### config.mk
export PLATFORM = sky130hd
export DESIGN_NAME = oneshot_periodic_timer_table_unit
export DESIGN_NICKNAME = d
export VERILOG_FILES = /design/src/optt_pkg.sv /design/src/optt_ctrl.sv /design/src/optt_dp.sv /design/src/oneshot_periodic_timer_table_unit.sv
export SDC_FILE = /design/constraint.sdc
export NUM_CORES = 1
export LEC_CHECK = 0
export BUFFER_PORTS_ARGS = -buffer_cell sky130_fd_sc_hd__buf_2
export CAP_MARGIN = 20
export CORE_MARGIN = 5
export CORE_UTILIZATION = 62
export DETAILED_ROUTE_END_ITERATION = 10
export PLACE_DENSITY = 0.86
export SETUP_SLACK_MARGIN = 0.5
export SLEW_MARGIN = 15
export SYNTH_ARGS = -nofsm -noshare
export SYNTH_HDL_FRONTEND = slang
export SYNTH_SLANG_ARGS = --single-unit
### constraint.sdc
create_clock -name clock -period 8.2 [get_ports clock]
set_input_delay 0.41 -clock clock [delete_from_list [all_inputs] [get_ports clock]]
set_output_delay 0.41 -clock clock [all_outputs]
set_load 0.02 [all_outputs]
### src/optt_pkg.sv
`timescale 1ns / 1ps
// Package for the one-shot and periodic timer table.
// Holds the table size, request and result codes, and the controller/datapath structs.
package optt_pkg;

   localparam int NUM_TIMERS = 16;
   localparam int IDX_W      = (NUM_TIMERS > 1) ? $clog2(NUM_TIMERS) : 1;
   localparam int CNT_W      = $clog2(NUM_TIMERS + 1);
   localparam int IV_W       = 24;
   localparam int TAG_W      = 16;
   localparam int ID_IN_W    = 8;
   localparam int ID_OUT_W   = 6;
   localparam int TICK_W     = 16;

   typedef enum logic [1:0] {
      REQ_ONESHOT  = 2'd0,
      REQ_PERIODIC = 2'd1,
      REQ_CANCEL   = 2'd2,
      REQ_TICK     = 2'd3
   } req_kind_type;

   typedef enum logic [2:0] {
      ST_CREATED     = 3'd0,
      ST_CREATE_FAIL = 3'd1,
      ST_CANCELLED   = 3'd2,
      ST_NOT_FOUND   = 3'd3,
      ST_FIRED       = 3'd4,
      ST_TICK_DONE   = 3'd5
   } rsp_status_type;

   typedef struct packed {
      logic create;
      logic cancel;
      logic tick_begin;
      logic step;
      logic finish;
   } ctrl_cmd_type;

   typedef struct packed {
      logic enable;
      logic used_zero;
      logic walk_last;
   } dp_stat_type;

endpackage

### src/optt_ctrl.sv
`timescale 1ns / 1ps
// Controller for the timer table: sequences create, cancel and tick walks.
// Depends on optt_pkg for codes and the command/status structs.
module optt_ctrl (
   input  logic                  clock,
   input  logic                  reset,
   input  logic                  start,
   input  logic [1:0]            req_type,
   input  optt_pkg::dp_stat_type stat,
   output logic                  busy,
   output optt_pkg::ctrl_cmd_type cmd
);
   import optt_pkg::*;

   typedef enum logic [1:0] {
      S_IDLE,
      S_WALK,
      S_DONE
   } state_type;

   state_type state_ff;
   state_type state_in;
   logic      accept;

   assign busy   = (state_ff != S_IDLE);
   assign accept = start && !busy;

   always_comb begin
      state_in = state_ff;
      cmd      = '0;
      case (state_ff)
         S_IDLE: begin
            if (accept) begin
               if (req_type == REQ_ONESHOT || req_type == REQ_PERIODIC) begin
                  cmd.create = 1'b1;
               end else if (req_type == REQ_CANCEL) begin
                  cmd.cancel = 1'b1;
               end else begin
                  cmd.tick_begin = 1'b1;
                  if (stat.enable && !stat.used_zero) begin
                     state_in = S_WALK;
                  end else begin
                     state_in = S_DONE;
                  end
               end
            end
         end
         S_WALK: begin
            cmd.step = 1'b1;
            if (stat.walk_last) begin
               state_in = S_DONE;
            end
         end
         S_DONE: begin
            cmd.finish = 1'b1;
            state_in   = S_IDLE;
         end
         default: begin
            state_in = S_IDLE;
         end
      endcase
   end

   always_ff @(posedge clock) begin
      if (reset) begin
         state_ff <= S_IDLE;
      end else begin
         state_ff <= state_in;
      end
   end

endmodule

### src/optt_dp.sv
`timescale 1ns / 1ps
// Datapath for the timer table: slot storage, enable register and result register.
// Depends on optt_pkg; driven by optt_ctrl commands.
module optt_dp (
   input  logic                              clock,
   input  logic                              reset,
   input  optt_pkg::ctrl_cmd_type            cmd,
   output optt_pkg::dp_stat_type             stat,
   input  logic [1:0]                        req_type,
   input  logic [optt_pkg::IV_W-1:0]         req_interval_ms,
   input  logic [optt_pkg::TAG_W-1:0]        req_callback_tag,
   input  logic [optt_pkg::ID_IN_W-1:0]      req_timer_id,
   input  logic [optt_pkg::TICK_W-1:0]       req_tick_ms,
   input  logic                              csr_valid,
   output logic                              csr_ready,
   input  logic                              csr_enable,
   output logic                              rsp_strobe,
   output logic [2:0]                        rsp_status,
   output logic [optt_pkg::ID_OUT_W-1:0]     rsp_timer_id_res,
   output logic [optt_pkg::TAG_W-1:0]        rsp_callback_tag_res,
   output logic                              rsp_last
);
   import optt_pkg::*;

   logic [NUM_TIMERS-1:0] active_ff;
   logic [NUM_TIMERS-1:0] periodic_ff;
   logic [IV_W-1:0]       interval_ff [NUM_TIMERS];
   logic [IV_W-1:0]       elapsed_ff  [NUM_TIMERS];
   logic [TAG_W-1:0]      tag_ff      [NUM_TIMERS];
   logic [CNT_W-1:0]      used_ff;
   logic                  enable_ff;
   logic [IDX_W-1:0]      walk_ff;
   logic [TICK_W-1:0]     tick_ff;

   logic                  rsp_valid_ff;
   rsp_status_type        rsp_status_ff;
   logic [ID_OUT_W-1:0]   rsp_id_ff;
   logic [TAG_W-1:0]      rsp_tag_ff;
   logic                  rsp_last_ff;

   logic                  table_full;
   logic [IDX_W-1:0]      new_slot;
   logic [CNT_W-1:0]      used_inc;
   logic [ID_IN_W-1:0]    id_minus;
   logic [IDX_W-1:0]      cancel_slot;
   logic                  id_found;
   logic [CNT_W-1:0]      walk_inc;
   logic [IV_W:0]         sum;
   logic [IV_W-1:0]       elapsed_sat;
   logic                  fire;

   assign csr_ready  = 1'b1;
   assign table_full = (used_ff == CNT_W'(NUM_TIMERS));
   assign new_slot   = used_ff[IDX_W-1:0];
   assign used_inc   = used_ff + CNT_W'(1);
   assign id_minus   = req_timer_id - ID_IN_W'(1);
   assign cancel_slot = id_minus[IDX_W-1:0];
   assign id_found   = (req_timer_id != '0) &&
                       (req_timer_id <= ID_IN_W'(used_ff));
   assign walk_inc   = CNT_W'(walk_ff) + CNT_W'(1);

   assign sum         = {1'b0, elapsed_ff[walk_ff]} + (IV_W+1)'(tick_ff);
   assign elapsed_sat = sum[IV_W] ? '1 : sum[IV_W-1:0];
   assign fire        = active_ff[walk_ff] && (elapsed_sat >= interval_ff[walk_ff]);

   assign stat.enable    = enable_ff;
   assign stat.used_zero = (used_ff == '0);
   assign stat.walk_last = (walk_inc == used_ff);

   // slot storage
   always_ff @(posedge clock) begin
      if (cmd.create && enable_ff && !table_full) begin
         periodic_ff[new_slot] <= (req_type == REQ_PERIODIC);
         interval_ff[new_slot] <= req_interval_ms;
         elapsed_ff[new_slot]  <= '0;
         tag_ff[new_slot]      <= req_callback_tag;
      end else if (cmd.step && active_ff[walk_ff]) begin
         if (fire && periodic_ff[walk_ff]) begin
            elapsed_ff[walk_ff] <= '0;
         end else begin
            elapsed_ff[walk_ff] <= elapsed_sat;
         end
      end
      if (cmd.tick_begin) begin
         tick_ff <= req_tick_ms;
      end
   end

   // control state
   always_ff @(posedge clock) begin
      if (reset) begin
         active_ff <= '0;
         used_ff   <= '0;
         enable_ff <= 1'b1;
         walk_ff   <= '0;
      end else begin
         if (csr_valid && csr_ready) begin
            enable_ff <= csr_enable;
         end
         if (cmd.create && enable_ff && !table_full) begin
            active_ff[new_slot] <= 1'b1;
            used_ff             <= used_inc;
         end
         if (cmd.cancel && id_found) begin
            active_ff[cancel_slot] <= 1'b0;
         end
         if (cmd.tick_begin) begin
            walk_ff <= '0;
         end else if (cmd.step) begin
            if (fire && !periodic_ff[walk_ff]) begin
               active_ff[walk_ff] <= 1'b0;
            end
            walk_ff <= walk_inc[IDX_W-1:0];
         end
      end
   end

   // result register
   always_ff @(posedge clock) begin
      if (reset) begin
         rsp_valid_ff <= 1'b0;
      end else begin
         rsp_valid_ff <= cmd.create || cmd.cancel || cmd.finish || (cmd.step && fire);
      end
      rsp_tag_ff  <= '0;
      rsp_id_ff   <= '0;
      rsp_last_ff <= 1'b1;
      if (cmd.create) begin
         if (enable_ff && !table_full) begin
            rsp_status_ff <= ST_CREATED;
            rsp_id_ff     <= ID_OUT_W'(used_inc);
         end else begin
            rsp_status_ff <= ST_CREATE_FAIL;
         end
      end else if (cmd.cancel) begin
         if (id_found) begin
            rsp_status_ff <= ST_CANCELLED;
            rsp_id_ff     <= req_timer_id[ID_OUT_W-1:0];
         end else begin
            rsp_status_ff <= ST_NOT_FOUND;
         end
      end else if (cmd.step) begin
         rsp_status_ff <= ST_FIRED;
         rsp_id_ff     <= ID_OUT_W'(walk_inc);
         rsp_tag_ff    <= tag_ff[walk_ff];
         rsp_last_ff   <= 1'b0;
      end else begin
         rsp_status_ff <= ST_TICK_DONE;
      end
   end

   assign rsp_strobe           = rsp_valid_ff;
   assign rsp_status           = rsp_status_ff;
   assign rsp_timer_id_res     = rsp_id_ff;
   assign rsp_callback_tag_res = rsp_tag_ff;
   assign rsp_last             = rsp_last_ff;

endmodule

### src/oneshot_periodic_timer_table_unit.sv
`timescale 1ns / 1ps
// Timer table top level: optt_ctrl sequencer plus optt_dp slot datapath.
// Create/cancel: busy stays low, result in the cycle after the transfer, one per cycle when idle.
// Tick: busy while walking the used slots, one slot per cycle, then for the done state; only
// the done state when disabled or empty; at most one fired result per cycle, then a done result.
// Reset clears all slots as unused, enable set to 1; receiver cannot stall.
module oneshot_periodic_timer_table_unit (
   input  logic                              clock,
   input  logic                              reset,
   input  logic                              start,
   output logic                              busy,
   input  logic [1:0]                        req_type,
   input  logic [optt_pkg::IV_W-1:0]         req_interval_ms,
   input  logic [optt_pkg::TAG_W-1:0]        req_callback_tag,
   input  logic [optt_pkg::ID_IN_W-1:0]      req_timer_id,
   input  logic [optt_pkg::TICK_W-1:0]       req_tick_ms,
   input  logic                              csr_valid,
   output logic                              csr_ready,
   input  logic                              csr_enable,
   output logic                              rsp_strobe,
   output logic [2:0]                        rsp_status,
   output logic [optt_pkg::ID_OUT_W-1:0]     rsp_timer_id_res,
   output logic [optt_pkg::TAG_W-1:0]        rsp_callback_tag_res,
   output logic                              rsp_last
);
   import optt_pkg::*;

   ctrl_cmd_type cmd;
   dp_stat_type  stat;

   optt_ctrl u_ctrl (
      .clock    (clock),
      .reset    (reset),
      .start    (start),
      .req_type (req_type),
      .stat     (stat),
      .busy     (busy),
      .cmd      (cmd)
   );

   optt_dp u_dp (
      .clock                (clock),
      .reset                (reset),
      .cmd                  (cmd),
      .stat                 (stat),
      .req_type             (req_type),
      .req_interval_ms      (req_interval_ms),
      .req_callback_tag     (req_callback_tag),
      .req_timer_id         (req_timer_id),
      .req_tick_ms          (req_tick_ms),
      .csr_valid            (csr_valid),
      .csr_ready            (csr_ready),
      .csr_enable           (csr_enable),
      .rsp_strobe           (rsp_strobe),
      .rsp_status           (rsp_status),
      .rsp_timer_id_res     (rsp_timer_id_res),
      .rsp_callback_tag_res (rsp_callback_tag_res),
      .rsp_last             (rsp_last)
   );

endmodule
==> metrics, run 1 <==
run status=complete, no violations; CP Launch Type=flip-flop; Final Hold Fails=0; area leader, netlist=edfxtp_1; DRC viols=0; Synth Flop Type=edfxtp_1; 1st-iter DRT viols=3,425; total CTS buffers=104; crit-path cells=mux4_2 > mux4_2 > ha_1 > fa_1 > a211o_1 > a21oi_1 > o2bb2ai_1 > o31a_1 > or4_4 > nand2_1 > ha_1 > a21o_1 > a21oi_1 > nor2_1 > a2111oi_0 > o31a_1 > a31oi_4 > a21oi_1; Worst Path Required=8.53 ns; Post-Syn Nets=2,203; vias in the first global route=24,100; sequential cell area=32,900 sq um; share of cells above drive strength 1=0.294; fin crit share=0.933; pwr/cell area=226 nW/um^2; P&R area growth vs syn=12.0%; Final min period=7.65 ns; Avg Synthesized Cell Area=21.3 sq um; largest net degree at the start of global routing=115; Die X-Extent=277 um; relative slew slack=0.121; routability cong.=0.919; full die area=77,000 sq um; Die H=277 um; Starting Density=0.622; via count=23,200; crit end category=flip-flop; worst vdd rail ir drop=0.232 mV; worst-skew pair later-pin latency=0.69 ns; slowest CP cell=a21oi_1; CP Max Fanout=30; I/O Pins=100; Seq cells post-synth=1,115; Synth area leaders=edfxtp_1 72%, mux4_2 16%, dfxtp_1 2.7%, ha_1 1.5%, clkbuf_1 0.51%; Overflow after GRT=0; Non-Filler Instances=3,297; Final Util=0.697; Hold/Removal Path Class=input pin to flip-flop; largest stage delay on the critical path=0.90 ns; Synth top area share=0.715; CTS tree=built; Post-synth EDFFs=1,056; H-tree Lvls=3; Slew Limit Fails=0; Max Cap Violations=0; Fin Setup TNS=0 ns; Yosys Warn Count=0; Total Wirelength=111,000 um; Multi-input gate area=11,000 sq um; Global Route Usage Sum=0.288; TritonRoute pass-1 iters=5; first-pass GRT wire length=162,000 um; share of synthesized registers carrying an async set or reset=0; clock buffer depth=3; Arr. time, crit path=7.98 ns; Pleak=16.5 nW; Fmax=0.131 GHz; CORE AREA=71,200 sq um; final setup violating endpoints=0; Root Buffer=clkbuf_16; row count=98; kind of critical path=flip-flop to flip-flop; register area share after synthesis=0.742; RSZ-0062 raised after global routing=yes; routed len/inst=33.7 um; crit-path most repeated cell=a21oi_1; Mapped Cells=2,077; Port Buf Inserts=98; fillcell total=3,897; # clock sinks=1,115; post-DP HPWL=56,100 um; dpl cells=3,075; Vias/cell=7.03; Final nets=2,381; initial antenna violation count=11; synthesized area=44,300 sq um; Slew @ Worst Pin=1.30 ns; Post-DRT Antenna Nets=0; Worst Skew=0.0595 ns; Reg clk slew, reported paths=0.06 ns; Netlist cell types=73
==> stage by stage <==
stage | hold slack, ns | worst slack (ns) | cell area (sq um) | total power [W]
CTS | 0.00275 | 0.433 | 49500 | 0.0112
global route | 0.0327 | 0.204 | 49700 | 0.0116
global placement | 0.504 | 0.848 | 46100 | 0.00667
finish | 0.0394 | 0.549 | 49700 | 0.0112
detailed placement | 0.511 | 0.439 | 46100 | 0.00670
floorplan | 0.482 | 0.839 | 44300 | 0.00656
==> registers in the layout (all words and copies together), names as in the netlist, 4 cells and up, named ones only <==
signal	count
u_dp.elapsed_ff	384
u_dp.active_ff	16
u_dp.interval_ff	384
u_dp.periodic_ff	16
u_dp.tick_ff	16
u_dp.rsp_timer_id_res	6
u_dp.rsp_callback_tag_res	16
u_dp.used_ff	5
u_dp.walk_ff	4
u_dp.tag_ff	256
==> power by group <==
part / internal (W) / switching, W
clock network: 0.00249 / 0.00212
registers: 0.00622 / 0.0000148
logic: 0.000136 / 0.000235
==> what timing repair did <==
action | in CTS | in global routing
endpoints found under the setup margin | 80 | 191
hold buffers | 19 | 0
gates cloned | 0 | 0
buffers inserted | 0 | 2
resized for setup | 2 | 8
endpoints found under the hold margin | 18 | 0
==> final timing paths <==
check,start,to,slack (ns),cells after the start
setup / recovery,flip-flop,u_dp.elapsed_ff[1][3],0.55,18
hold reg to reg,u_dp.enable_ff,u_ctrl.state_ff[0],0.52,2
setup reg to reg,flip-flop,u_dp.elapsed_ff[1][3],0.55,18
hold / removal,start,u_dp.rsp_status[2],0.04,2
==> critical path, delay by kind of cell, from the launching register on <==
kind | cells | cell delay [ns]
simple gates | 3 | 0.71
flops | 1 | 0.55
fa+ha+maj | 3 | 1.12
compound gates | 10 | 3.84
mux | 2 | 1.07
==> cell families after synthesis <==
family | synth area share
XOR/XNOR | 0.00593
flip-flops | 0.742
AND/OR/NAND/NOR | 0.0245
multiplexers | 0.167
adder cells (fa/ha/maj) | 0.0157
AO/OA/AOI/OAI | 0.0296
other | 0.000169
buffers and inverters | 0.0150
==> cell type report <==
| cell class | instances | share of cell area |
|---|---|---|
| Timing Repair Buffer | 174 | 0.0237 |
| Sequential cell | 1115 | 0.663 |
| Clock buffer | 130 | 0.0564 |
| Antenna cell | 7 | 0.000353 |
| Clock inverter | 61 | 0.00874 |
| Multi-Input combinational cell | 813 | 0.221 |
| Inverter | 47 | 0.00355 |
| Tap cell | 950 | 0.0239 |
==> placed cells by master, fill, tap and decap left out, types with 18 or more instances in the layout <==
cell type	synthesis	routed
mux4_2	315	315
ha_1	54	54
clkinv_2	0	19
buf_4	2	51
clkinv_1	1	28
dlygate4sd3_1	0	19
clkbuf_1	60	18
clkbuf_16	0	106
nor2_1	57	37
edfxtp_1	1056	1056
and2_1	27	24
inv_1	46	46
o21bai_1	19	19
nand2_1	48	48
dfxtp_1	59	52
a21oi_1	35	30
a221oi_1	19	19
buf_2	20	98
==> routing by layer <==
metal	routed length [um]	GRT usage	up-vias
met5	47	0	-
met1	36800	0.369	11900
met2	58100	0.498	1865
li1	-	-	9062
met4	4750	0.100	8
met3	11500	0.0609	375
==> cell usage after synthesis, types with 7 or more instances <==
cell and instances:
ha_1 54, nand3_1 8, a21oi_2 12, nand2_1 48
o21ai_0 14, xor2_1 13, nand2b_1 11, nor3_1 13
buf_2 20, mux4_2 315, xnor2_1 17, clkbuf_1 60
a221oi_1 19, nor2_1 57, nand4_1 9, buf_1 13
dfxtp_1 59, a21oi_1 35, a21o_1 9, o21bai_1 19
a221o_1 7, and2_1 27, inv_1 46, mux4_1 7
mux2i_1 9, nor2b_1 14, edfxtp_1 1056
Power figures use the tool's default switching activity.
==> run 2, diff against run 1 <==
==> constraint.sdc (replaced) <==
create_clock -name clock -period 8.2 [get_ports clock]
set_input_delay 1.23 -clock clock [delete_from_list [all_inputs] [get_ports clock]]
set_output_delay 1.23 -clock clock [all_outputs]
set_load 0.02 [all_outputs]
==> run 2 against run 1 <==
Core utilization down 0.27 points; setup slack better by 0.057 ns; largest cell class unchanged; first-iteration DRC count is 0.55% lower; highest routed layer unchanged; largest power group unchanged.
==> metrics, run 2 (synthesis results as in run 1) <==
Overflow after GRT=0 (unchanged); Reg clk slew, reported paths=0.06 ns (about the same); Worst Skew=0.0563 ns (was 0.0595 ns); kind of critical path=flip-flop to flip-flop (unchanged); I/O Pins=100 (unchanged); post-DP HPWL=56,100 um (unchanged); largest registers=u_dp.elapsed_ff x384, u_dp.interval_ff x384, u_dp.tag_ff x256 (unchanged); Fmax=0.132 GHz (was 0.131 GHz); Post-DRT Antenna Nets=0 (unchanged); Die X-Extent=277 um (unchanged); Final Hold Fails=0 (unchanged); Power Total=0.0112 W (about the same); Cells on Worst Hold Path=2 (unchanged); Non-Filler Instances=3,277 (was 3,297); crit-path cells=mux4_2 > mux4_2 > ha_1 > fa_1 > a211o_1 > a21oi_1 > o2bb2ai_1 > o31a_1 > or4_4 > nand2_1 > ha_1 > a21o_1 > a21oi_1 > nor2_1 > a2111oi_0 > o31a_1 > a31oi_4 > nor2_1 (was mux4_2 > mux4_2 > ha_1 > fa_1 > a211o_1 > a21oi_1 > o2bb2ai_1 > o31a_1 > or4_4 > nand2_1 > ha_1 > a21o_1 > a21oi_1 > nor2_1 > a2111oi_0 > o31a_1 > a31oi_4 > a21oi_1); Fin Setup TNS=0 ns (unchanged); Total Wirelength=111,000 um (about the same); Starting Density=0.622 (unchanged); fin crit share=0.926 (was 0.933); Post-Place Setup Slack=0.439 ns (unchanged); WHS Endpoint=u_ctrl.state_ff[0] (was u_dp.rsp_status[2]); Hold-fix buffers, CTS=0 (was 19); Worst R2R Path Depth=18 (unchanged); # clock sinks=1,115 (unchanged); largest stage delay on the critical path=0.85 ns (was 0.90 ns); Hold WS=0.517 ns (was 0.0394 ns); Slew @ Worst Pin=1.21 ns (was 1.30 ns); full die area=77,000 sq um (unchanged); Max Cap Violations=0 (unchanged); most frequent cells in the layout=1,056 x edfxtp_1, 315 x mux4_2, 106 x clkbuf_16 (unchanged); share of cells above drive strength 1=0.296 (was 0.294); Root Buffer=clkbuf_16 (unchanged); initial antenna violation count=11 (unchanged); RSZ-0062 raised after global routing=yes (unchanged); row count=98 (unchanged); Slew Limit Fails=0 (unchanged); Port Buf Inserts=98 (unchanged); CTS tree=built (unchanged); RR Endpoint=u_dp.elapsed_ff[4][0] (was u_dp.elapsed_ff[1][3]); setup ws final=0.606 ns (was 0.549 ns); run status=complete, no violations (unchanged); vias in the first global route=24,000 (was 24,100); largest net degree at the start of global routing=115 (unchanged); pwr/cell area=227 nW/um^2 (was 226 nW/um^2); first-pass GRT wire length=162,000 um (about the same); worst vdd rail ir drop=0.233 mV (was 0.232 mV); fillcell total=3,916 (was 3,897); H-tree Lvls=3 (unchanged); DRC viols=0 (unchanged); dpl cells=3,075 (unchanged); crit end category=flip-flop (unchanged); Pleak=16.4 nW (was 16.5 nW); Vias/cell=7.06 (was 7.03); Global Route Usage Sum=0.288 (about the same); 1st-iter DRT viols=3,406 (was 3,425); worst-skew pair later-pin latency=0.69 ns (about the same); Final nets=2,363 (was 2,381); TritonRoute pass-1 iters=8 (was 5); Arr. time, crit path=7.92 ns (was 7.98 ns); final setup violating endpoints=0 (unchanged); CP Launch Type=flip-flop (unchanged); worst hold start=u_dp.enable_ff (was start); clock buffer depth=3 (unchanged); Hold/Removal Path Class=flip-flop to flip-flop (was input pin to flip-flop); CP Max Fanout=30 (unchanged); Worst Path Required=8.53 ns (about the same); relative slew slack=0.180 (was 0.121); slowest CP cell=nor2_1 (was a21oi_1); Final min period=7.59 ns (was 7.65 ns); routed len/inst=33.9 um (was 33.7 um); via count=23,100 (was 23,200); routability cong.=0.919 (unchanged); total CTS buffers=104 (unchanged); Worst R2R Setup Slack=0.61 ns (was 0.55 ns); Die H=277 um (unchanged); P&R area growth vs syn=11.6% (was 12.0%); commonest non-fill, non-tap cell in the layout=edfxtp_1 (unchanged); CORE AREA=71,200 sq um (unchanged)
==> run 2: cell types whose count changed in the layout (fill, tap and decap cells not counted) <==
| cell | before | now |
|---|---|---|
| clkbuf_2 | 1 | 2 |
| diode_2 | 7 | 5 |
| dlygate4sd3_1 | 19 | 0 |
==> run 2: layer usage <==
layer	routed length, um	global-route usage	up-vias	part of all wire
met5	68	0	-	0.00061
met4	4890	0.0998	10	0.044
met3	11400	0.0600	375	0.10
met2	57700	0.498	1876	0.52
met1	37000	0.369	11900	0.33
li1	-	-	9019	-
==> run 2: worst max path at each step <==
stage,cells past startpoint,end
after floorplan,27,u_dp.elapsed_ff[0][23]
after global placement,18,u_dp.elapsed_ff[12][6]
after detailed placement,18,u_dp.elapsed_ff[11][6]
after CTS,18,u_dp.elapsed_ff[5][7]
after global routing,18,u_dp.elapsed_ff[4][0]
final,18,u_dp.elapsed_ff[4][0]
==> run 2: per-stage QoR <==
step	utilization	cell area (sq um)
6_report	0.695	49500
5_1_grt	0.694	49500
4_1_cts	0.692	49300
3_5_place_dp	0.647	46100
3_3_place_gp	0.647	46100
2_1_floorplan	-	44300
==> run 2: repair_timing <==
item | in CTS | in global routing
pin swaps | 0 | 0
resized for setup | 2 | 8
hold endpoints to repair | 0 | 0
setup endpoints to repair | 80 | 191
setup buffers | 0 | 2
==> run 2: worst max-delay path: cells and delay by family (launching register included) <==
family	cells	cell delay, ns
AND/OR/NAND/NOR	4	1.56
multiplexers	2	1.07
AO/OA/AOI/OAI	9	2.93
flip-flops	1	0.55
adder cells (fa/ha/maj)	3	1.13
==> run 2: power by group <==
part | leakage [nW] | internal, W | switching (W) | total (W)
registers | 10.8 | 0.00622 | 0.0000148 | 0.00624
logic | 4.06 | 0.000130 | 0.000234 | 0.000364
clock network | 1.57 | 0.00249 | 0.00212 | 0.00461
==> run 2: final cells by class <==
type | instances | area, sq um | share of cell area
Antenna cell | 5 | 12.5 | 0.000253
Clock inverter | 61 | 434 | 0.00877
Inverter | 47 | 176 | 0.00357
Sequential cell | 1115 | 32900 | 0.665
Tap cell | 950 | 1190 | 0.0240
Clock buffer | 130 | 2800 | 0.0566
Timing Repair Buffer | 156 | 991 | 0.0200
Multi-Input combinational cell | 813 | 11000 | 0.222
